--- config.mk ---
export PLATFORM = sky130hd
export DESIGN_NAME = rsbc_ram
export DESIGN_NICKNAME = d
export VERILOG_FILES = /design/src/hw/rtl/rsbc_ram.sv
export SDC_FILE = /design/constraint.sdc
export NUM_CORES = 2
export LEC_CHECK = 0
export ABC_CLOCK_PERIOD_IN_PS = 3800
export BUFFER_PORTS_ARGS = -buffer_cell sky130_fd_sc_hd__buf_2
export CAP_MARGIN = 20
export CORE_MARGIN = 4
export CORE_UTILIZATION = 50
export CTS_CLUSTER_DIAMETER = 150
export DETAILED_ROUTE_END_ITERATION = 10
export PLACE_DENSITY = 0.68
export SLEW_MARGIN = 20
export SYNTH_ARGS = -nofsm -noshare
export SYNTH_HDL_FRONTEND = slang
export SYNTH_SLANG_ARGS = --single-unit
--- constraint.sdc ---
create_clock -name i_clk -period 3.8 [get_ports i_clk]
set_clock_uncertainty 0.15 [all_clocks]
set_input_delay 0.76 -clock i_clk [delete_from_list [all_inputs] [get_ports i_clk]]
set_output_delay 0.76 -clock i_clk [all_outputs]
set_load 0.005 [all_outputs]
--- src/hw/rtl/rsbc_ram.sv ---
`default_nettype none

module rsbc_ram #(
    parameter int DEPTH = 64,
    parameter int WIDTH = 32
) (
    input  wire logic                     i_clk,
    input  wire logic                     i_we,
    input  wire logic [$clog2(DEPTH)-1:0] i_waddr,
    input  wire logic [WIDTH-1:0]         i_wdata,
    input  wire logic [$clog2(DEPTH)-1:0] i_raddr,
    output logic      [WIDTH-1:0]         o_rdata
);

    logic [WIDTH-1:0] r_mem [DEPTH];

    // One write port and one registered read port; a read of the entry being
    // written returns the old contents.
    always_ff @(posedge i_clk) begin
        if (i_we) begin
            r_mem[i_waddr] <= i_wdata;
        end
        o_rdata <= r_mem[i_raddr];
    end

endmodule

`default_nettype wire

==> results.md <==
- Wire length after detailed routing: 193000 um
- R2r setup slk: 1.32 ns
- Post-CTS resize count: 0
- Final setup vio count: 0
- Worst slew margin relative to its limit: 25.1%
- Post-CTS Setup Bufs: 0
- Post-Syn Instances: between 3000 and 4000
- Pin count of the biggest net entering global routing: 70
- Unrepaired setup endpoints after global routing: false
- Worst reg2reg path depth: 4
- Number of synthesized register bits: 2080
- Count of distinct cell types in the synthesized netlist: 34
- Via count of the first global-routing pass: 37382
- Final number of hold-violating endpoints: 0
- Type of element launching the critical path: input pin
- CP required: 4.32 ns
- Worst hold endpoint: r_mem[7][14]
- Yosys warnings: 0
- Floorplan Core Area: between 0.15 and 0.2 mm^2
- Final Net Count: 3707
- Port bufs: 77
- Beginning of the worst hold path: i_wdata[14]
- Initial core utilization: between 50% and 60%
- Share of final-layout standard cells stronger than drive strength 1: between 30% and 40%
- Wire length of the first global-routing pass: 276000 um
- Fraction of power consumed by combinational cells: ~5.0%
- Power Total: 47.1 mW
- Crit-path slowest cell: sky130_fd_sc_hd__o22ai_1
- Category of the most critical setup path: in2reg
- WP data arrival: around 3.5 ns
- Switching pwr: about 10 mW
- Detail Route Antenna Nets: 0
- Max rail drop VDD: about 0.4 mV
- Leading register cell type out of synthesis: sky130_fd_sc_hd__edfxtp_1
- Total buffers and inverters traversed by the critical path: 3
- H-Tree Depth: 4
- Max Fclk: 0.334 GHz
- I/O pins: 78
- Number of antenna violations at the first check in global routing: 15
- Slowest stage delay, CP: roughly 0.70 ns
- Number of remaining DRC errors: 0
- Category of cells accounting for the largest share of critical-path delay: multiplexers
- DRC violation total after the first TritonRoute iteration: between 4000 and 5000
- Net switching fraction of the power: 20.9%
- Reg2reg start: r_mem[10][10]
- Count of pins over their slew limit: 0
- Count of flip-flops with a built-in enable after synthesis: about 2000
- Quantity of hold-fixing buffers added after cts: 0
- Root Buffer: sky130_fd_sc_hd__clkbuf_16
- Power share of the clock group: 40.8%
- Pin slew with the least headroom to its limit: 1.12 ns
- Area growth from synthesis to layout: 15.1%
- GPL Wtd Cong: ~0.8
- Clock latency on the worst-skew pair: 0.83 ns
- All-layer global routing usage: 23.8%
- Cell-by-cell listing of the critical path: buf_8, buf_12, buf_12, mux4_2, mux4_2, o22ai_1, nor2_1
- Routed via count: 37589
- Number of non-filler instances in the completed layout: 5902
- Critical R2R Capture: o_rdata[10]
- Max-cap violations: 0
- Standby leakage power: 28.3 nW
- Total stage count of the critical path: 7
- CP Max Fanout: 25
- Share of async-settable or async-resettable flops after synthesis: 0%
- Net count of the mapped netlist: 3370
- Share of power burned in registers: between 50% and 60%
- Internal power component: 37.2 mW
- Rows: 145
- Total Die Area: 0.163 mm^2
- Pre-Repair DR Iteration Count: 6
- Total CTS buffers: 201
- Synthesized cell area: around 0.079 mm^2
- Total power per unit cell area: 521 mW/mm^2
- Routed wire length per instance: 32.7 um
- Register area share after synthesis: 79.1%
- Clock tree from TritonCTS: done
- Depth of the worst hold-timing path: 1
- Final min period: 2.99 ns
- Number of buffers on the longest clock path: 3
- Clock input transition at the sequential cells of the worst setup and hold paths: 0.06 ns
- Total clock sinks: 2080
- Endpoint class of the critical path: flop
- Vias per cell: 6.37
- Placed cell count: between 5000 and 6000
- Average cell area after synthesis: 23.6 um^2
- Run status: finished, final reports clean
- Half-perimeter wire length after detailed placement: 106000 um
- Hold crit path type: in2reg
- GRT Residual Overflow: 0
- Share of the clock period used by the worst path after layout: 78.8%
- Vert. Die Dim: 404 um
- Width of the die: 404 um
layout by cell type (no fill, tap or decap), types with 7 or more instances in the layout:
master                       synthesis  final
sky130_fd_sc_hd__clkbuf_8            0     17
sky130_fd_sc_hd__clkbuf_1           74     72
sky130_fd_sc_hd__diode_2             0      7
sky130_fd_sc_hd__mux4_2            544    544
sky130_fd_sc_hd__o22ai_1            84     84
sky130_fd_sc_hd__buf_2              57     50
sky130_fd_sc_hd__buf_4              25    181
sky130_fd_sc_hd__edfxtp_1         2048   2048
sky130_fd_sc_hd__dfxtp_1            32     32
sky130_fd_sc_hd__a22oi_1            12     12
sky130_fd_sc_hd__bufinv_16           0     10
sky130_fd_sc_hd__clkinv_1            0     29
sky130_fd_sc_hd__o221ai_1           27     27
sky130_fd_sc_hd__inv_6               0      8
sky130_fd_sc_hd__nor2b_1            15     15
sky130_fd_sc_hd__nand2b_1            8      7
sky130_fd_sc_hd__a311oi_1            8      8
sky130_fd_sc_hd__clkbuf_16           0    202
sky130_fd_sc_hd__nor2_1            137     75
sky130_fd_sc_hd__buf_12              0     81
sky130_fd_sc_hd__nor2_4              0     62
sky130_fd_sc_hd__nand2_1            26     26
sky130_fd_sc_hd__clkinv_2            0     27
sky130_fd_sc_hd__mux2i_1            93     93
sky130_fd_sc_hd__clkinvlp_4          0      7
sky130_fd_sc_hd__a21oi_1            62     62
cells in the mapped netlist, types with 7 or more instances:
master,instances,area [um^2]
sky130_fd_sc_hd__clkbuf_1,74,278
sky130_fd_sc_hd__nor3_1,7,35.0
sky130_fd_sc_hd__buf_1,21,78.8
sky130_fd_sc_hd__nor2b_1,15,93.8
sky130_fd_sc_hd__buf_4,25,188
sky130_fd_sc_hd__o22ai_1,84,526
sky130_fd_sc_hd__a21oi_1,62,310
sky130_fd_sc_hd__a22oi_1,12,90.1
sky130_fd_sc_hd__mux2i_1,93,931
sky130_fd_sc_hd__buf_2,57,285
sky130_fd_sc_hd__dfxtp_1,32,641
sky130_fd_sc_hd__a311oi_1,8,70.1
sky130_fd_sc_hd__nor2_1,137,514
sky130_fd_sc_hd__nand2b_1,8,50.1
sky130_fd_sc_hd__nand2_1,26,97.6
sky130_fd_sc_hd__edfxtp_1,2048,61500
sky130_fd_sc_hd__o221ai_1,27,236
sky130_fd_sc_hd__mux4_2,544,12300
through the flow:
| stage | setup TNS, ns | area [um^2] | hold WS, ns | setup WS, ns | util [%] |
|---|---|---|---|---|---|
| final | 0 | 90400 | 0.212 | 0.807 | 57.8 |
| after global routing | 0 | 90300 | 0.183 | 0.834 | 57.8 |
| after CTS | 0 | 90200 | 0.391 | 0.787 | 57.8 |
| after detailed placement | -0.104 | 83900 | 0.635 | -0.104 | 53.7 |
| after global placement | -0.0223 | 83900 | 0.620 | -0.0223 | 53.7 |
| after floorplan | 0 | 78500 | 0.513 | 0.238 | - |
state kept, by name, indices dropped and copies added (netlist names):
| register | flops |
|---|---|
| o_rdata | 32 |
| r_mem | 2048 |
logic make-up (layout without fill, tap and decap cells):
family | count (synthesis) | after routing | synth area share [%]
buffers and inverters | 182 | 695 | 1.13
other | 0 | 7 | 0
multiplexers | 637 | 637 | 16.8
AO/OA/AOI/OAI | 202 | 202 | 1.67
AND/OR/NAND/NOR | 223 | 223 | 1.27
flip-flops | 2080 | 2080 | 79.1
worst max path at each step:
stage,slack [ns],endpoint,start
2_1_floorplan,0.24,r_mem[39][0],i_waddr[5]
3_3_place_gp,-0.02,o_rdata[10],i_raddr[0]
3_5_place_dp,-0.10,o_rdata[10],i_raddr[0]
4_1_cts,0.79,o_rdata[10],i_raddr[0]
5_1_grt,0.83,o_rdata[10],i_raddr[0]
6_report,0.81,o_rdata[10],i_raddr[0]
routing by layer:
metal  global-route usage [%]  share of wire, %  up-vias
met4                     5.95               2.2        6
met5                        0             0.020        -
met2                     36.8                48     1989
met1                     35.6                41    20342
met3                     4.32               9.6      268
li1                         -                 -    14984
cell type report:
type                    count  area (um^2)
diodes                      7         17.5
clock buffers             291         5560
clock inverters            88          802
fillers                 10918        65800
multi-input cells        1062        16000
flip-flops and latches   2080        62100
well taps                2058         2570
repair buffers            316         3290
power groups by stage:
stage	logic, mW	registers, mW	clock network, mW
after floorplan	1.24	25.9	0
after global placement	2.33	26.0	0
after detailed placement	2.37	26.0	0
after CTS	2.37	25.5	19.5
after global routing	2.50	25.5	20.5
final	2.35	25.5	19.2
No activity file was read; power rests on OpenSTA's default activity.
